File: config.mk
export PLATFORM = sky130hd
export DESIGN_NAME = oms_sorter
export DESIGN_NICKNAME = d
export VERILOG_FILES = /design/src/sv/oms_pkg.sv /design/src/sv/oms_cell.sv /design/src/sv/oms_sorter.sv
export SDC_FILE = /design/constraint.sdc
export NUM_CORES = 2
export LEC_CHECK = 0
export ABC_AREA = 1
export BUFFER_PORTS_ARGS = -buffer_cell sky130_fd_sc_hd__buf_2
export CAP_MARGIN = 0
export CORE_MARGIN = 5
export CORE_UTILIZATION = 55
export CTS_CLUSTER_DIAMETER = 150
export DETAILED_ROUTE_END_ITERATION = 6
export PLACE_DENSITY_LB_ADDON = 0.08
export RECOVER_POWER = 50
export SETUP_SLACK_MARGIN = 0.05
export SYNTH_ARGS = -nofsm -noshare
export SYNTH_HDL_FRONTEND = slang
export SYNTH_SLANG_ARGS = --single-unit
File: constraint.sdc
create_clock -name clk_i -period 3 [get_ports clk_i]
set_input_delay 0.6 -clock clk_i [delete_from_list [all_inputs] [get_ports clk_i]]
set_output_delay 0.6 -clock clk_i [all_outputs]
set_load 0.02 [all_outputs]
File: src/sv/oms_pkg.sv
package oms_pkg;

  // Geometry
  localparam int MAX_COLS       = 4096;
  localparam int OVERSCAN_WIDTH = 64;
  localparam int LINE_AW        = $clog2(MAX_COLS);
  localparam int OVS_AW         = (OVERSCAN_WIDTH > 1) ? $clog2(OVERSCAN_WIDTH) : 1;
  localparam int MED_IDX        = OVERSCAN_WIDTH / 2;

  // Field widths
  localparam int REG_W  = 13;
  localparam int PIX_W  = 16;
  localparam int CORR_W = 17;
  localparam int OUT_W  = 12;

  // Configuration register indexes
  localparam logic [2:0] REG_BIAS_A_START = 3'd0;
  localparam logic [2:0] REG_BIAS_B_START = 3'd1;
  localparam logic [2:0] REG_TRIM_X_FIRST = 3'd2;
  localparam logic [2:0] REG_TRIM_X_LAST  = 3'd3;
  localparam logic [2:0] REG_TRIM_Y_FIRST = 3'd4;
  localparam logic [2:0] REG_TRIM_Y_LAST  = 3'd5;
  localparam logic [2:0] REG_AMP_A_FIRST  = 3'd6;
  localparam logic [2:0] REG_AMP_A_END    = 3'd7;

  // One value moving along the sort chain
  typedef struct packed {
    logic             v;
    logic [PIX_W-1:0] d;
  } sort_beat_t;

endpackage

File: src/sv/oms_cell.sv
module oms_cell (
  input  logic                            clk_i,
  input  logic                            rst_ni,
  input  logic                            clr_i,
  input  oms_pkg::sort_beat_t             beat_i,
  output oms_pkg::sort_beat_t             beat_o,
  output logic [oms_pkg::PIX_W-1:0]       val_o
);

  logic                      full_q;
  logic [oms_pkg::PIX_W-1:0] val_q;
  logic                      pass_v_q;
  logic [oms_pkg::PIX_W-1:0] pass_d_q;

  // Insertion cell: keep the smaller value, hand the larger one on
  always_ff @(posedge clk_i or negedge rst_ni) begin
    if (!rst_ni) begin
      full_q   <= 1'b0;
      pass_v_q <= 1'b0;
    end else if (clr_i) begin
      full_q   <= 1'b0;
      pass_v_q <= 1'b0;
    end else if (beat_i.v) begin
      if (!full_q) begin
        full_q   <= 1'b1;
        pass_v_q <= 1'b0;
      end else begin
        pass_v_q <= 1'b1;
      end
    end else begin
      pass_v_q <= 1'b0;
    end
  end

  always_ff @(posedge clk_i) begin
    if (beat_i.v) begin
      if (!full_q) begin
        val_q <= beat_i.d;
      end else if (beat_i.d < val_q) begin
        val_q    <= beat_i.d;
        pass_d_q <= val_q;
      end else begin
        pass_d_q <= beat_i.d;
      end
    end
  end

  assign beat_o = {pass_v_q, pass_d_q};
  assign val_o  = val_q;

endmodule

File: src/sv/oms_sorter.sv
module oms_sorter (
  input  logic                      clk_i,
  input  logic                      rst_ni,
  input  logic                      clr_i,
  input  oms_pkg::sort_beat_t       beat_i,
  output logic [oms_pkg::PIX_W-1:0] median_o
);

  oms_pkg::sort_beat_t       link [oms_pkg::OVERSCAN_WIDTH+1];
  logic [oms_pkg::PIX_W-1:0] vals [oms_pkg::OVERSCAN_WIDTH];

  assign link[0] = beat_i;

  // Row of insertion cells, ascending from cell 0
  for (genvar g = 0; g < oms_pkg::OVERSCAN_WIDTH; g++) begin : g_cell
    oms_cell u_cell (
      .clk_i  (clk_i),
      .rst_ni (rst_ni),
      .clr_i  (clr_i),
      .beat_i (link[g]),
      .beat_o (link[g+1]),
      .val_o  (vals[g])
    );
  end

  assign median_o = vals[oms_pkg::MED_IDX];

endmodule

==> impl_metrics.env <==
export IMPL_status="complete, but fails checks"
export IMPL_failed_checks="max-capacitance violations, max-slew violations"
export IMPL_io_buffers=35
export IMPL_yosys_area_share_xor_xnor_pct=0
export IMPL_critical_path_top_delay_family="buffers and inverters"
export IMPL_synthTopCellsByArea="edfxtp_1 56%, ha_1 11%, nand2_1 10%, inv_1 4.8%, nand3_1 4.8%"
export IMPL_avgSynthCellArea_um2=10.8
export IMPL_io_pin_count=36
export IMPL_ir_drop_mv=0.490
export IMPL_wl_per_cell_um=15.4
export IMPL_clock_skew_final_ns=0.0234
export IMPL_dp_cells=6450
export IMPL_met3_usage_pct=2.84
export IMPL_cp_endpoint="g_cell[24].u_cell.pass_v_q"
export IMPL_drtAntennaViolNets=0
export IMPL_grt_start_max_net_pins=42
export IMPL_worst_pin_slew_ns=2.55
export IMPL_seq_area_frac_synth_pct=59.4
export IMPL_path_buf_inv=2
export IMPL_hp_class="input port to register"
export IMPL_die_h_um=327
export IMPL_worstSetupPathType="input port to register"
export IMPL_cts_sinks=1105
export IMPL_synth_nets=5643
export IMPL_fin_cells=6671
export IMPL_fillers=8016
export IMPL_synth_cell_area_um2=55300
export IMPL_cts_resized=0
export IMPL_clk_pin_slew_ns=0.06
export IMPL_fp_dieW_um=327
export IMPL_fmax_ghz=0.391
export IMPL_fin_crit_sh_pct=85.2
export IMPL_syn_instance_count=5128
export IMPL_gp_congestion=0.784
export IMPL_fp_row_count=116
export IMPL_die_area_um2=107000
export IMPL_p_per_area_nw_per_um2=522
export IMPL_initial_core_util_pct=55.3
export IMPL_p_total_mw=31.8
export IMPL_met2_usage_pct=31.5
export IMPL_drtIter0Drc=2270
export IMPL_critPathSlowestCell="clkbuf_1"
export IMPL_coreArea_um2=100000
export IMPL_drive_gt1_share_pct=10.3
export IMPL_rr_startpoint="g_cell[29].u_cell.pass_d_q[7]"
export IMPL_arrival_ns=3.11
export IMPL_gr_usage_all_layers_pct=19.1
export IMPL_synth_top_family_by_area="simple AND/OR/NAND/NOR gates"
export IMPL_grt_pass1_wl_mm=170
export IMPL_reg2reg_slack_ns=0.59
export IMPL_ys_warn_count=0
export IMPL_wl_mm=103
export IMPL_fin_setup_tns_ns=0
export IMPL_busiest_layer="met2"
export IMPL_area_growth_pct=10.0
export IMPL_yosysUniqueCellTypes=30
export IMPL_cts_tree="done"
export IMPL_finalHoldViolations=0
export IMPL_cts_buffers=115
export IMPL_vias=34500
export IMPL_worstSkewPairLatency_ns=0.69
export IMPL_synth_adder_area_share_pct=11.2
export IMPL_cts_htree_levels=3
export IMPL_nets=5785
export IMPL_vias_per_cell=5.17
export IMPL_critPathLaunchType="input port"
export IMPL_required_ns=3.55
export IMPL_synth_top_cell_area_share_pct=56.5
export IMPL_timing_rr_end="g_cell[30].u_cell.val_o[3]"
export IMPL_synth_simple_area_share_pct=19.0
export IMPL_drv_cap=2
export IMPL_synthMuxAreaShare_pct=0
export IMPL_endpoint_kind="register"
export IMPL_rsz0062_at_grt="false"
export IMPL_cts_root_buf="clkbuf_16"
export IMPL_synth_largest_area_cell="edfxtp_1"
export IMPL_post_route_drc_count=0
export IMPL_cellLeakagePower_nw=27.4
export IMPL_yosys_register_bits=1105
export IMPL_synth_compound_area_share_pct=3.77
export IMPL_use_met1_pct=26.7
export IMPL_grt_pass1_vias=33800
export IMPL_drtPass1Iterations=6
export IMPL_crit_start="clr_i"
export IMPL_cp_max_fo=41
export IMPL_slew_limit_headroom_pct=-70.2
export IMPL_hpwl_mm=71.8
export IMPL_setup_viol=0
export IMPL_clock_path_buffers=3
export IMPL_crit_cells=3
export IMPL_rr_worst_depth=9
export IMPL_gr_total_overflow=0
export IMPL_cp_cell_sequence="clkbuf_1 > clkbuf_2 > nor2_1"
export IMPL_antenna_found_initial=1
export IMPL_max_stage_delay_ns=1.77
export IMPL_period_needed_ns=2.56
export IMPL_report_final_slew_viol_count=68
==> metrics by stage <==
stage / worst slack, ns / hold slack [ns] / utilization (%) / cell area [µm²]
global route: 0.217 / 0.150 / 60.8 / 60800
detailed placement: 0.578 / 0.437 / 56.9 / 56900
global placement: 0.643 / 0.437 / 56.9 / 56900
finish: 0.443 / 0.166 / 60.8 / 60800
CTS: 0.563 / 0.0620 / 60.9 / 60900
floorplan: 0.491 / 0.304 / - / 55300
==> Yosys cell counts <==
cell type	instances
buf_2	2
nor2_1	156
inv_2	14
nand2_1	1469
buf_4	62
nand3_2	16
a21oi_4	16
nand4_1	15
clkbuf_1	5
a21oi_1	193
nand3_1	533
nor3_1	19
nor2_4	21
a21oi_2	35
inv_1	714
buf_1	2
o21bai_1	8
dfrtp_1	65
edfxtp_1	1040
buf_12	5
clkinv_1	1
o21a_1	14
nor3_2	27
o21ai_1	38
nand2_2	82
o21ai_0	7
nand2_4	34
buf_6	27
ha_1	495
a31oi_2	13
==> cell families (layout without fill, tap and decap cells) <==
logic type / count (synthesis) / in the layout
AND/OR/NAND/NOR: 2372 / 2372
other: 0 / 1
buffers and inverters: 832 / 1076
adder cells (fa/ha/maj): 495 / 495
AO/OA/AOI/OAI: 324 / 324
flip-flops: 1105 / 1105
==> power breakdown <==
part | leakage (nW) | switching, mW | internal [mW] | total [mW]
combinational | 15.2 | 0.196 | 0.0925 | 0.289
sequential | 10.3 | 0.0243 | 16.7 | 16.7
clock | 1.96 | 5.98 | 8.79 | 14.8
total | 27.4 | 6.20 | 25.6 | 31.8
==> what timing repair did <==
| action | in CTS | in global routing |
|---|---|---|
| endpoints found under the hold margin | 23 | 0 |
| hold buffers | 1 | 0 |
| setup buffers | 0 | 0 |
==> flip-flops by register name, indices dropped and copies added (netlist names) <==
register / count
g_cell.u_cell.val_o: 528
g_cell.u_cell.pass_v_q: 32
g_cell.u_cell.full_q: 33
g_cell.u_cell.pass_d_q: 512
==> placed cells by master (no fill, tap or decap), types with 15 or more instances in the layout <==
cell / n
clkbuf_16: 117
nor2_1: 156
o21ai_1: 38
bufinv_16: 15
inv_1: 714
clkinv_2: 27
nand3_1: 533
buf_4: 86
edfxtp_1: 1040
nand2_2: 82
buf_2: 17
nand3_2: 16
a21oi_2: 35
nand4_1: 15
clkbuf_1: 41
nor2_4: 21
nor3_1: 19
nand2_4: 34
a21oi_1: 193
a21oi_4: 16
nor3_2: 27
ha_1: 495
nand2_1: 1469
dfrtp_1: 65
==> cell type report <==
class	count	area [µm²]	share of cell area, %
diodes	1	2.50	0.00411
multi-input cells	3191	18800	30.9
flip-flops and latches	1105	32900	54.0
clock buffers	153	3200	5.26
repair buffers	128	882	1.45
well taps	1298	1620	2.67
inverters	729	2740	4.50
clock inverters	66	746	1.23
==> worst min-delay path by stage <==
stage | depth (start not counted) | end | slack [ns] | from
after floorplan | 0 | g_cell[0].u_cell.full_q | 0.30 | rst_ni
after global placement | 0 | g_cell[32].u_cell.val_o[0] | 0.44 | g_cell[31].u_cell.pass_d_q[0]
after detailed placement | 0 | g_cell[32].u_cell.val_o[0] | 0.44 | g_cell[31].u_cell.pass_d_q[0]
after CTS | 1 | g_cell[0].u_cell.val_o[0] | 0.06 | beat_i[0]
after global routing | 1 | g_cell[0].u_cell.val_o[6] | 0.15 | beat_i[6]
final | 1 | g_cell[0].u_cell.val_o[3] | 0.17 | beat_i[3]
==> metal layers <==
layer,part of all wire [%],routed length [µm],up-vias
met5,0,0,-
met4,2.2,2260,0
met3,3.8,3900,159
met2,47,48500,538
met1,47,48200,16200
li1,-,-,17600
Power figures use the tool's default switching activity.
